File: src/rtl/core/pli_pkg.sv
// Shared constants and types of the piecewise linear interpolator.
`default_nettype none

package pli_pkg;

   localparam int MAX_NODES  = 64;
   localparam int NODE_IDX_W = $clog2(MAX_NODES);
   localparam int COUNT_W    = 7;
   localparam int TOL_W      = 16;
   localparam int DATA_W     = 32;
   localparam int ALU_W      = DATA_W + 2;
   localparam int PROD_W     = 2 * DATA_W;
   localparam int DIV_STEPS  = DATA_W;
   localparam int STEP_W     = $clog2(DIV_STEPS);
   localparam int CSR_IDX_W  = 1;
   localparam int CSR_DATA_W = 16;

   localparam logic CMD_LOAD  = 1'b0;
   localparam logic CMD_QUERY = 1'b1;

   localparam logic [CSR_IDX_W-1:0] CSR_NODE_COUNT = 1'd0;
   localparam logic [CSR_IDX_W-1:0] CSR_TOLERANCE  = 1'd1;

   typedef struct packed {
      logic [ALU_W-1:0] op_a;
      logic [ALU_W-1:0] op_b;
      logic             subtract;
   } alu_req_type;

endpackage

`default_nettype wire

File: src/rtl/core/pli_node_mem.sv
// Node table: position and value memories, one write and one registered read port.
`default_nettype none

module pli_node_mem (
   input  logic                               clock,
   input  logic                               wr_en,
   input  logic [pli_pkg::NODE_IDX_W-1:0]     wr_addr,
   input  logic [pli_pkg::DATA_W-1:0]         wr_position,
   input  logic [pli_pkg::DATA_W-1:0]         wr_value,
   input  logic [pli_pkg::NODE_IDX_W-1:0]     rd_addr,
   output logic [pli_pkg::DATA_W-1:0]         rd_position,
   output logic [pli_pkg::DATA_W-1:0]         rd_value
);
   import pli_pkg::*;

   logic [DATA_W-1:0] position_mem [MAX_NODES];
   logic [DATA_W-1:0] value_mem    [MAX_NODES];
   logic [DATA_W-1:0] rd_position_ff;
   logic [DATA_W-1:0] rd_value_ff;

   always_ff @(posedge clock) begin
      if (wr_en) begin
         position_mem[wr_addr] <= wr_position;
         value_mem[wr_addr]    <= wr_value;
      end
      rd_position_ff <= position_mem[rd_addr];
      rd_value_ff    <= value_mem[rd_addr];
   end

   assign rd_position = rd_position_ff;
   assign rd_value    = rd_value_ff;

endmodule

`default_nettype wire

File: config.mk
export PLATFORM = sky130hd
export DESIGN_NAME = pli_node_mem
export DESIGN_NICKNAME = d
export VERILOG_FILES = /design/src/rtl/core/pli_pkg.sv /design/src/rtl/core/pli_node_mem.sv
export SDC_FILE = /design/constraint.sdc
export NUM_CORES = 2
export LEC_CHECK = 0
export CAP_MARGIN = 20
export CORE_ASPECT_RATIO = 1.1
export CORE_UTILIZATION = 40
export CTS_CLUSTER_SIZE = 30
export DETAILED_ROUTE_END_ITERATION = 10
export DONT_BUFFER_PORTS = 1
export GPL_TIMING_DRIVEN = 0
export HOLD_SLACK_MARGIN = 0.06
export PLACE_DENSITY_LB_ADDON = 0.12
export SLEW_MARGIN = 5
export SYNTH_ARGS = -nofsm -noshare
export SYNTH_HDL_FRONTEND = slang
export SYNTH_SLANG_ARGS = --single-unit
export TNS_END_PERCENT = 10
File: constraint.sdc
create_clock -name clock -period 6.37 [get_ports clock]
set_clock_uncertainty 0.05 [all_clocks]
set_input_delay 1.5925 -clock clock [delete_from_list [all_inputs] [get_ports clock]]
set_output_delay 1.5925 -clock clock [all_outputs]
set_load 0.01 [all_outputs]
==> out/results.tsv <==
stage	metric	value	unit
floorplan	start_util	40.2	%
pwr	p_comb_share	4.7	%
job	max-cap-violations	0	
global_route	grt_pass1_vias	79145	
floorplan	rows	240	
synth	ys_ff_latch	4160	
critical_path	crit_path_start	rd_addr[1]	
critical_path	startpoint_type	input port	
timing	fin_crit	4.59	ns
critical_path	cp-end-kind	register	
critical_path	cp-endpoint	rd_value[9]	
outcome	run_status	finished with violations	
critical_path	crit_top_cell	buf_4	
timing	hold_violations	0	
global_route	grt_pass1_wl	744000	um
placement	pre_cts_ws	0.909	ns
detailed_routing	first_pass_iters	9	
clock_tree	cts_made_buffers	429	
synth	synthTopCellsByArea	edfxtp_1, mux4_2, a22oi_1	
pwr	p_int	45.6	mW
timing	rsz0062_at_grt	no	
detailed_routing	wire_per_inst	44.4	um
critical_path	rr_endpoint	rd_value[2]	
clock_tree	clock_latency	0.99	ns
clock_tree	cts_resized	0	
global_route	grt_max_degree	65	
pwr	seq_power_share	52.2	%
synth	netlist_instances	6505	
critical_path	cp_slowest_cell	clkbuf_1	
floorplan	dieArea	392000	um^2
final_layout	synthToLayoutAreaGrowth	18.0	%
pwr	p_sw	12.6	mW
critical_path	path_cells	buf_4, buf_4, buf_2, buf_12, nand2_1, clkbuf_1, o221ai_1, a21oi_1, o211a_1	
pwr	power_density	316	nW/um^2
synth	syn_area_per_cell	24.0	um^2
critical_path	max_stage_delay	0.88	ns
pwr	swShare	21.6	%
critical_path	path_class	in2reg	
synth	synth_edf_count	4096	
timing	fin_crit_sh	72.1	%
synth	yosys_warnings	0	
clock_tree	holdBufCountCts	0	
critical_path	critPathRequiredTime	7.21	ns
synth	ys_types	30	
timing	fin_ws	1.78	ns
pwr	max-vdd-ir-drop	0.212	mV
global_route	antenna_found_initial	27	
synth	synth_nets	6583	
synth	synthFlopType	edfxtp_1	
placement	io_buffers	0	
final_layout	drive_above_1_share	30.1	%
timing	fin_tns_setup	0	ns
clock_tree	clock_sinks	4160	
clock_tree	htreeDepth	5	
synth	netlist_area	156000	um^2
synth	synthArstFlopShare	0	%
detailed_routing	num_vias	79987	
timing	drv_slew	0	
outcome	violations	design-rule violations	
pwr	clkPwrFrac	43.1	%
critical_path	r2r_start	value_mem[14][2]	
final_layout	fin_nets	7369	
clock_tree	cts_tree	built	
final_layout	final_core_util	47.4	%
floorplan	die_w	597	um
floorplan	io_pins	142	
timing	timing.slew.headroom	18.9	%
synth	ys_seq_area_share	79.7	%
synth	yosysTopAreaCell	edfxtp_1	
detailed_routing	totalWireLength	571000	um
critical_path	r2r_slack	4.24	ns
clock_tree	cts_root_buf	clkbuf_16	
critical_path	critical_path_arrival	5.44	ns
critical_path	path_max_fanout	10	
detailed_routing	ant_nets	0	
clock_tree	clockBufferDepth	4	
global_route	grt_usage	28.9	%
pwr	leakagePower	57.1	nW
detailed_routing	post-route-drc-count	3	
critical_path	r2r.worst_path.cells	4	
floorplan	coreArea	388000	um^2
final_layout	multi_input_area	30100	um^2
pwr	total_power	58.2	mW
placement	gp_congestion	0.776	
timing	max_freq	218	MHz
global_route	grt_overflow	0	
placement	hpwl	395000	um
detailed_routing	drt_iter0_drc	12204	
timing	finalSetupViolations	0	
min_path	hold_path_class	in2reg	
timing	holdWs	0.652	ns
timing	tightest_slew	1.22	ns
final_layout	fillCellCount	31573	
floorplan	die_h	657	um
final_layout	regArea	124000	um^2
synth	netlist.area_leader.share	78.9	%
clock_tree	clk_pin_slew	0.06	ns
clock_tree	postCtsSetupBuffers	0	
detailed_routing	vias_per_cell	6.22	
[worst max-delay path, delay by kind of cell]
family | cells | cell delay (ns)
and+or+nand+nor | 1 | 0.51
buffers and inverters | 5 | 1.83
AOI/OAI and AO/OA | 3 | 1.45
[power by group through the flow]
| stage | Clock, mW | Combinational [mW] | Sequential (mW) |
|---|---|---|---|
| 6_report | 25.1 | 2.71 | 30.4 |
| 5_1_grt | 26.4 | 2.77 | 30.4 |
| 4_1_cts | 25.4 | 2.72 | 30.4 |
| 3_5_place_dp | 0 | 2.71 | 31.0 |
| 3_3_place_gp | 0 | 2.58 | 31.0 |
| 2_1_floorplan | 0 | 1.40 | 31.0 |
[cell usage in the layout, fill, tap and decap left out, drive strengths merged, types with 11 or more instances in the layout]
cell	Yosys	layout
nand3	133	133
nor2	110	110
a211oi	63	63
clkbuf	141	701
inv	1	11
buf	236	591
a21oi	25	25
clkinvlp	0	15
mux2i	90	90
clkinv	0	158
diode	0	23
bufinv	0	39
o22ai	102	102
o211a	64	64
dfxtp	64	64
mux4	1024	1024
edfxtp	4096	4096
o221ai	64	64
a22oi	256	256
[through the flow]
step                std cells  cell area, um^2
floorplan                6505           156000
global placement        11708           162000
detailed placement      12060           170000
CTS                     12842           184000
global route            12856           184000
finish                  12868           184000
[synthesized netlist by cell type (2+ instances only)]
library cell	n
a22oi_1	256
nand3b_1	4
o22ai_1	102
edfxtp_1	4096
and2_1	3
or3b_2	2
or3b_1	2
clkbuf_1	140
a211oi_1	63
nand2_1	7
mux2i_1	90
mux4_2	1024
nor2b_1	7
dfxtp_1	64
o211a_1	64
buf_6	21
buf_2	136
nand3_1	133
a21oi_1	25
nor2_1	110
buf_1	29
nand2b_1	4
buf_4	50
o221ai_1	64
or3_1	3
or2_2	2
[state kept, by name (all words and copies together), names as in the netlist]
name and count:
rd_position 32, value_mem 2048, position_mem 2048, rd_value 32
[final cells by class]
cell class,count,share of cell area (%)
Multi-Input combinational cell,1967,16.4
Clock buffer,560,6.31
Inverter,1,0.00204
Timing Repair Buffer,355,3.93
Sequential cell,4160,67.6
Antenna cell,23,0.0313
Tap cell,5203,3.54
Clock inverter,222,1.18
Buffer,377,1.07
[per-layer routing]
| layer | GRT usage [%] | part of all wire (%) | wire [um] |
|---|---|---|---|
| met1 | 38.0 | 38 | 216000 |
| met2 | 46.9 | 48 | 276000 |
| met3 | 5.82 | 8.8 | 50300 |
| met4 | 12.3 | 5.1 | 28900 |
| met5 | 0 | 0.015 | 87 |
[cell families after synthesis]
kind of cell           after synthesis  share of synthesized area, %
buffers and inverters              378                          1.24
AOI/OAI and AO/OA                  575                          2.80
and+or+nand+nor                    278                         0.831
DFF                               4160                          79.7
muxes                             1114                          15.4
[worst min path at each step]
stage,depth (start not counted),start,slack (ns),endpoint
6_report,0,wr_value[29],0.65,value_mem[25][29]
5_1_grt,0,wr_value[28],0.61,value_mem[57][28]
4_1_cts,0,wr_position[4],0.58,position_mem[27][4]
3_5_place_dp,4,position_mem[4][3],0.86,rd_position[3]
3_3_place_gp,4,position_mem[22][10],0.85,rd_position[10]
2_1_floorplan,4,position_mem[14][0],0.73,rd_position[0]
No activity file was read; power rests on OpenSTA's default activity.
