<file path="src/rtl/core/pli_pkg.sv">
// Shared constants and types of the piecewise linear interpolator.
`default_nettype none

package pli_pkg;

   localparam int MAX_NODES  = 64;
   localparam int NODE_IDX_W = $clog2(MAX_NODES);
   localparam int COUNT_W    = 7;
   localparam int TOL_W      = 16;
   localparam int DATA_W     = 32;
   localparam int ALU_W      = DATA_W + 2;
   localparam int PROD_W     = 2 * DATA_W;
   localparam int DIV_STEPS  = DATA_W;
   localparam int STEP_W     = $clog2(DIV_STEPS);
   localparam int CSR_IDX_W  = 1;
   localparam int CSR_DATA_W = 16;

   localparam logic CMD_LOAD  = 1'b0;
   localparam logic CMD_QUERY = 1'b1;

   localparam logic [CSR_IDX_W-1:0] CSR_NODE_COUNT = 1'd0;
   localparam logic [CSR_IDX_W-1:0] CSR_TOLERANCE  = 1'd1;

   typedef struct packed {
      logic [ALU_W-1:0] op_a;
      logic [ALU_W-1:0] op_b;
      logic             subtract;
   } alu_req_type;

endpackage

`default_nettype wire

</file>
<file path="src/rtl/core/pli_alu.sv">
// Shared add/subtract unit used for scan, multiply, divide and final sum.
`default_nettype none

module pli_alu (
   input  pli_pkg::alu_req_type          alu_req,
   output logic [pli_pkg::ALU_W-1:0]     alu_sum
);
   import pli_pkg::*;

   logic [ALU_W-1:0] op_b_eff;

   // Invert and add one to subtract.
   assign op_b_eff = alu_req.subtract ? ~alu_req.op_b : alu_req.op_b;
   assign alu_sum  = alu_req.op_a + op_b_eff + {{(ALU_W-1){1'b0}}, alu_req.subtract};

endmodule

`default_nettype wire

</file>
<file path="config.mk">
export PLATFORM = sky130hd
export DESIGN_NAME = pli_alu
export DESIGN_NICKNAME = d
export VERILOG_FILES = /design/src/rtl/core/pli_pkg.sv /design/src/rtl/core/pli_alu.sv
export SDC_FILE = /design/constraint.sdc
export NUM_CORES = 1
export LEC_CHECK = 0
export ABC_AREA = 1
export BUFFER_PORTS_ARGS = -buffer_cell sky130_fd_sc_hd__buf_4
export CELL_PAD_IN_SITES_DETAIL_PLACEMENT = 0
export CELL_PAD_IN_SITES_GLOBAL_PLACEMENT = 2
export CORE_ASPECT_RATIO = 1.5
export CORE_MARGIN = 10
export CORE_UTILIZATION = 27
export DETAILED_ROUTE_END_ITERATION = 8
export PLACE_DENSITY = 0.95
export SYNTH_ARGS = -nofsm -noshare
export SYNTH_HDL_FRONTEND = slang
export SYNTH_SLANG_ARGS = --single-unit
</file>
<file path="constraint.sdc">
create_clock -name vclk -period 3.2
set_input_delay 0.16 -clock vclk [all_inputs]
set_output_delay 0.16 -clock vclk [all_outputs]
set_load 0.05 [all_outputs]
</file>
==> results of run 1 <==
power by group:
part / internal [mW] / switching (mW)
Combinational: 0.468 / 1.03
Sequential: 0 / 0
Clock: 0 / 0
Total: 0.468 / 1.03
tightest hold or removal path: cells and delay by family:
family	cells	cell delay (ps)
buffers and inverters	2	270
and+or+nand+nor	2	100
area by class of cell:
class | count | area, sq um
multi-input combinational | 422 | 2390
tap | 117 | 146
fill | 1172 | 6430
inverter | 91 | 342
timing repair buffer | 103 | 773
routing by layer:
metal	global-route usage [%]	part of all wire (%)	vias up	routed length [um]
li1	-	-	1795	-
met1	15.2	39	1422	4310
met2	27.3	51	108	5580
met3	3.12	7.6	14	837
met4	3.50	2.4	0	267
met5	0	0	-	0
cell usage in the layout (no fill, tap or decap), types with 19 or more instances in the layout:
| cell | count |
|---|---|
| nand3_1 | 19 |
| nand2_2 | 25 |
| xor2_1 | 48 |
| inv_1 | 85 |
| ha_1 | 32 |
| o21ai_0 | 19 |
| nor2_1 | 44 |
| buf_4 | 103 |
| nand2_1 | 166 |
| a21oi_1 | 32 |
cells in the mapped netlist, drive strengths merged (2+ instances only):
cell type,instances
ha,32
xor2,48
nand3,21
nand4,4
a21oi,34
nor3,11
buf,4
nand2,192
nor2,51
o21ai,19
xnor2,2
inv,91
o21bai,4
worst max path at each step:
stage	depth (start not counted)	slack, ps	startpoint	to
2_1_floorplan	11	690	alu_req[0]	alu_sum[14]
3_3_place_gp	13	520	alu_req[0]	alu_sum[11]
3_5_place_dp	13	510	alu_req[0]	alu_sum[11]
4_1_cts	13	510	alu_req[0]	alu_sum[11]
5_1_grt	13	360	alu_req[0]	alu_sum[11]
6_report	13	540	alu_req[0]	alu_sum[11]
cell families (layout without fill, tap and decap cells):
| kind of cell | count (synthesis) | count (layout) | share of synthesized area [%] |
|---|---|---|---|
| and+or+nand+nor | 280 | 280 | 44.0 |
| xor gates and xnor gates | 50 | 50 | 15.9 |
| adders and majority gates | 33 | 33 | 15.3 |
| AOI/OAI and AO/OA | 59 | 59 | 11.5 |
| buffers and inverters | 95 | 194 | 13.3 |
through the flow:
stage / setup WS, ps / total power, mW / util (%)
final: 536 / 1.50 / 36.2
after detailed placement: 514 / 1.52 / 36.2
after CTS: 513 / 1.52 / 36.2
after global routing: 358 / 1.63 / 36.2
after global placement: 521 / 1.52 / 36.2
after floorplan: 689 / 1.05 / -
==> reports/results.txt, run 1 <==
The area of the core region was 10,100 sq um. A synthesized cell averages 5.33 sq um. From bottom edge to top edge, the die measures 144 um.

The slowest stage of the critical path is the buf_4 cell. In this design, the stage delay of the slowest critical-path cell is 450 ps. After global routing the overflow that remains totals 0. For this design, the CTS-stage hold fixing added 0 buffers. The run gives 133 uV as the worst-case vdd ir drop. In the finished design the tool counted flip-flops and latches totalling 0. The number of nets in the synthesized netlist was 619; the worst slew margin relative to its limit was 60.2%. In the routed design, unresolved DRC markers number 0. STA classifies the critical path endpoint as a primary output.

The number of cells after detailed placement is 733. The count of pins on the block boundary came out at 103. The tools report the element type at the critical path start as an input port.

The run finished with clean final reports. The kind of cell with the highest combined delay along the critical path is buffers and inverters. The tools report the total non-filler cell area in the finished layout as 3650 sq um. Number of hold-slack violations in the final timing report: 0.

The worst path required time is 3040 ps. The pin count of the biggest net entering global routing was 35; the worst hold margin was 694 ps. The sequential standard cell area was 0 sq um.

Sorting the synthesized cells by area gives the leading types as nand2_1 23%, xor2_1 15%, ha_1 15%. The die covers 14,700 sq um. The area growth from synthesis to layout is 32.4%. The worst hold path terminates at alu_sum[0]. The run gives 0 as the total count of max-transition violations in the final report.

The initial core utilization was 27.3%. During synthesis, Yosys emitted a total of 0 warnings. For the pin with the worst max-slew slack, the measured transition is 591 ps. The number of routed nets with antenna violations was 0; the number of global-route vias before repair was 3,474.

The number of setup buffers added after CTS is 0. Summed over all failing endpoints, the final setup total negative slack is 0 ps. Instance area at placement: 3650 sq um. For this run, the total global-route usage over all layers was measured as 14.3%. Counting both buffers and inverters, the worst setup path holds a total of 3.

The top cell type by area accounts for 22.6% of the synthesized area. The net count of the finished layout is 720. Row generation in the floorplan step produced 45 rows.

Counting every instance in the synthesized netlist gives 517. The die extent in x is 102 um, and the number of buffers inserted by port buffering is 103. The worst path arrival time was 2500 ps.

Based on the critical path, the design can be clocked at up to 0.375 GHz. Walking the worst path, the cells encountered are buf_4 -> xor2_1 -> ha_1 -> nand2_1 -> inv_1 -> nand3_1 -> nand2_2 -> nand2_1 -> nand2_2 -> nand2_1 -> nand2_2 -> xor2_1 -> buf_4. For this run, the number of standard cells in the final layout without fillers is 733.

The tools report the number of gates given a new drive strength after cts as 0. The number of iterations in the first detailed-routing pass came out at 4. The average wire per standard cell works out to 15.0 um. The run gives 16,900 um as the wire length of the first global-routing pass.

The fraction of final layout cells with drive strength greater than 1 works out to 24.2%. The total wire length was 11,000 um. The top fanout value on the critical path was 34; the clock tree buffer count of the final layout was 0. The number of unique standard cell types used by synthesis was 25; the antenna diode count was 0. Of the available clock period, the critical path in the final layout requires 83.3%.

In this run the power density over the cells is 412 nW/um^2. The initial antenna violation count came out at 0. The via count of the routed design is 3,339. After synthesis the cells add up to 2760 sq um.

Count of max-cap constraint violations: 0. The worst min-delay path category was input port to primary output. The time the final worst path needs with I/O delays and setup came out at 2660 ps.

The critical path is of the input port to primary output type. The first-iteration detailed-routing DRC count was 151; the number of stages on the worst hold path was 4. Setup repair after global routing left no endpoint under its margin. After synthesis, flip-flops and latches occupy 0% of the total area. The analysis attributes to cell leakage a power of 2.16 nW. Summed over all instances, the cell type with the most area after synthesis is nand2_1.

The detail-routed via count per cell was 4.56; the number of endpoints failing setup at the final stage was 0. The worst hold path begins at alu_req[35]. Summed over all nets, the half-perimeter wirelength after detailed placement is 10,100 um. Routability-driven placement finished with a final weighted congestion of 0.913.
(Power assumes the default switching activity.)
==> run 2, diff against run 1 <==
--- a/config.mk
+++ b/config.mk
@@ -11,9 +11,9 @@
 export CELL_PAD_IN_SITES_GLOBAL_PLACEMENT = 2
 export CORE_ASPECT_RATIO = 1.5
 export CORE_MARGIN = 10
-export CORE_UTILIZATION = 27
+export CORE_UTILIZATION = 25
 export DETAILED_ROUTE_END_ITERATION = 8
-export PLACE_DENSITY = 0.95
+export PLACE_DENSITY = 0.89
 export SYNTH_ARGS = -nofsm -noshare
 export SYNTH_HDL_FRONTEND = slang
 export SYNTH_SLANG_ARGS = --single-unit
==> constraint.sdc (replaced) <==
create_clock -name vclk -period 2.5
set_input_delay 0.125 -clock vclk [all_inputs]
set_output_delay 0.125 -clock vclk [all_outputs]
set_load 0.05 [all_outputs]
==> reports/results.txt, run 2 (same netlist as run 1, synthesis figures left out) <==
The flow ran to the end, and the final reports show no timing, DRC or antenna violations. For the via count of the routed design, the log shows 3,433. The standard-cell row count is 46, and the number of iterations in the first detailed-routing pass is 4. The design has 0 sequential cells. The tools report the worst-case vdd ir drop as 234 uV. For this run, design rule violations remaining after detail routing come to 0.

The library cells used most frequently in the layout, excluding fill and tap cells, are 165 x nand2_1, 124 x buf_4, 85 x inv_1. At the end of routability-driven placement, the weighted congestion stood at 0.897. The logs give 11,300 um for the total wire length and 0 for the antenna diode count. The die covers 15,700 sq um. Dividing the detail-routed wire length by the instance count gives 14.4 um.

The initial core utilization was 25.7%. For the setup TNS, the log shows 0 ps. The number of nets in the layout was 744; the number of global-route vias before repair was 3,695. The die is 106 um wide. Area of the core region: 10,700 sq um. The total non-filler cell area in the finished layout came out at 3900 sq um. Worst min-delay path category: input port to primary output. At the worst endpoint, the required time is 2380 ps.

The area growth from synthesis to layout is 41.4%. The worst pin sits at a relative slew slack of 78.5%. The total global-route track usage came out at 13.6%.

The library cell used most frequently in the layout, excluding fill and tap cells, is nand2_1. Buffers placed on the I/O ports in this run total 103. The element type at the critical path start is an input port. The total count of max-transition violations in the final report was 0; the fraction of final layout cells with drive strength greater than 1 was 27.8%.

The tools report the number of setup buffers added after CTS as 0. The count of nets left with antenna violations once routing finished came out at 0. The number of endpoints failing setup at the final stage is 0. The tools report the number of hold-slack violations in the final timing report as 0. The floorplan step set the die height to 149 um. After legalization and detailed placement, the total HPWL measured 10,500 um. The pin count of the biggest net entering global routing came out at 18. The number of non-filler instances in the completed layout is 784. The time the final worst path needs with I/O delays and setup was 2290 ps.

The cell area power density is 516 nW/um^2, and the number of buffers inserted by hold repair at cts is 0. Of all nets on the critical path, the largest fanout is 7. The initial antenna violation count is 0, and the worst hold margin is 623 ps. The count of max-cap constraint violations was 0; the number of cells after detailed placement was 784. Gates resized during post-CTS repair numbered 0.

After layout, the worst path uses 91.5% of the clock period. The class of the most critical setup path is input port to primary output. The run gives 0 as the clock tree buffer count of the final layout. Detail-routed via count per cell: 4.38. The count of pins on the block boundary came out at 103. The wire length of the first global-routing pass is 17,900 um, and the worst path arrival time is 2160 ps. Global routing finished with a remaining overflow of 0.

Summing all flip-flop and latch instances after layout gives 0 sq um. At the pin with the least slew margin, the transition time is 319 ps. Summed over all cells, the static leakage comes to 2.28 nW.

First-iteration detailed-routing DRC count: 83. Based on the critical path, the design can be clocked at up to 0.437 GHz. The worst setup path is captured at a primary output.

The instance area at placement was 3880 sq um. Summing internal, switching and leakage power gives 2.01 mW.
==> run 2: cell count changes in the layout (fill, tap and decap cells not counted), sizes merged <==
cell / previous run / this run
buf: 103 / 127
==> run 2: layout make-up <==
cell class / instances / area [sq um]
fillers: 1251 / 6810
well taps: 144 / 180
multi-input cells: 422 / 2400
inverters: 91 / 342
repair buffers: 127 / 973
==> run 2: worst paths after layout <==
path / start / to / slack [ps] / cells past startpoint
worst min-delay path: alu_req[35] / alu_sum[0] / 620 / 4
worst max-delay path: alu_req[0] / alu_sum[31] / 210 / 14
==> run 2: per-stage QoR <==
stage               util (%)  worst slack (ps)
floorplan                  -              59.0
global placement        36.2               172
detailed placement      36.2               169
CTS                     36.2               158
global route            36.4             -8.91
finish                  36.4               211
==> run 2: power breakdown <==
| part | total (mW) | internal, mW | switching, mW |
|---|---|---|---|
| Combinational | 2.01 | 0.670 | 1.34 |
| Clock | 0 | 0 | 0 |
| Sequential | 0 | 0 | 0 |
| Total | 2.01 | 0.670 | 1.34 |
==> run 2: critical path: stages <==
cell and delay (ps):
buf_4 160, buf_4 180, xor2_1 170, ha_1 360
a21oi_2 290, nor2_1 70, nor2_1 110, nand2_2 110
nand2_2 90, nand2_4 70, nand2_2 70, nand3_1 70
nand2_1 80, buf_4 190
==> run 2: routing by layer <==
metal | up-vias | global-route usage (%) | wire length [um]
met4 | 0 | 2.65 | 259
met1 | 1473 | 14.4 | 4490
met5 | - | 0 | 0
met3 | 12 | 2.90 | 747
met2 | 107 | 26.6 | 5760
li1 | 1841 | - | -
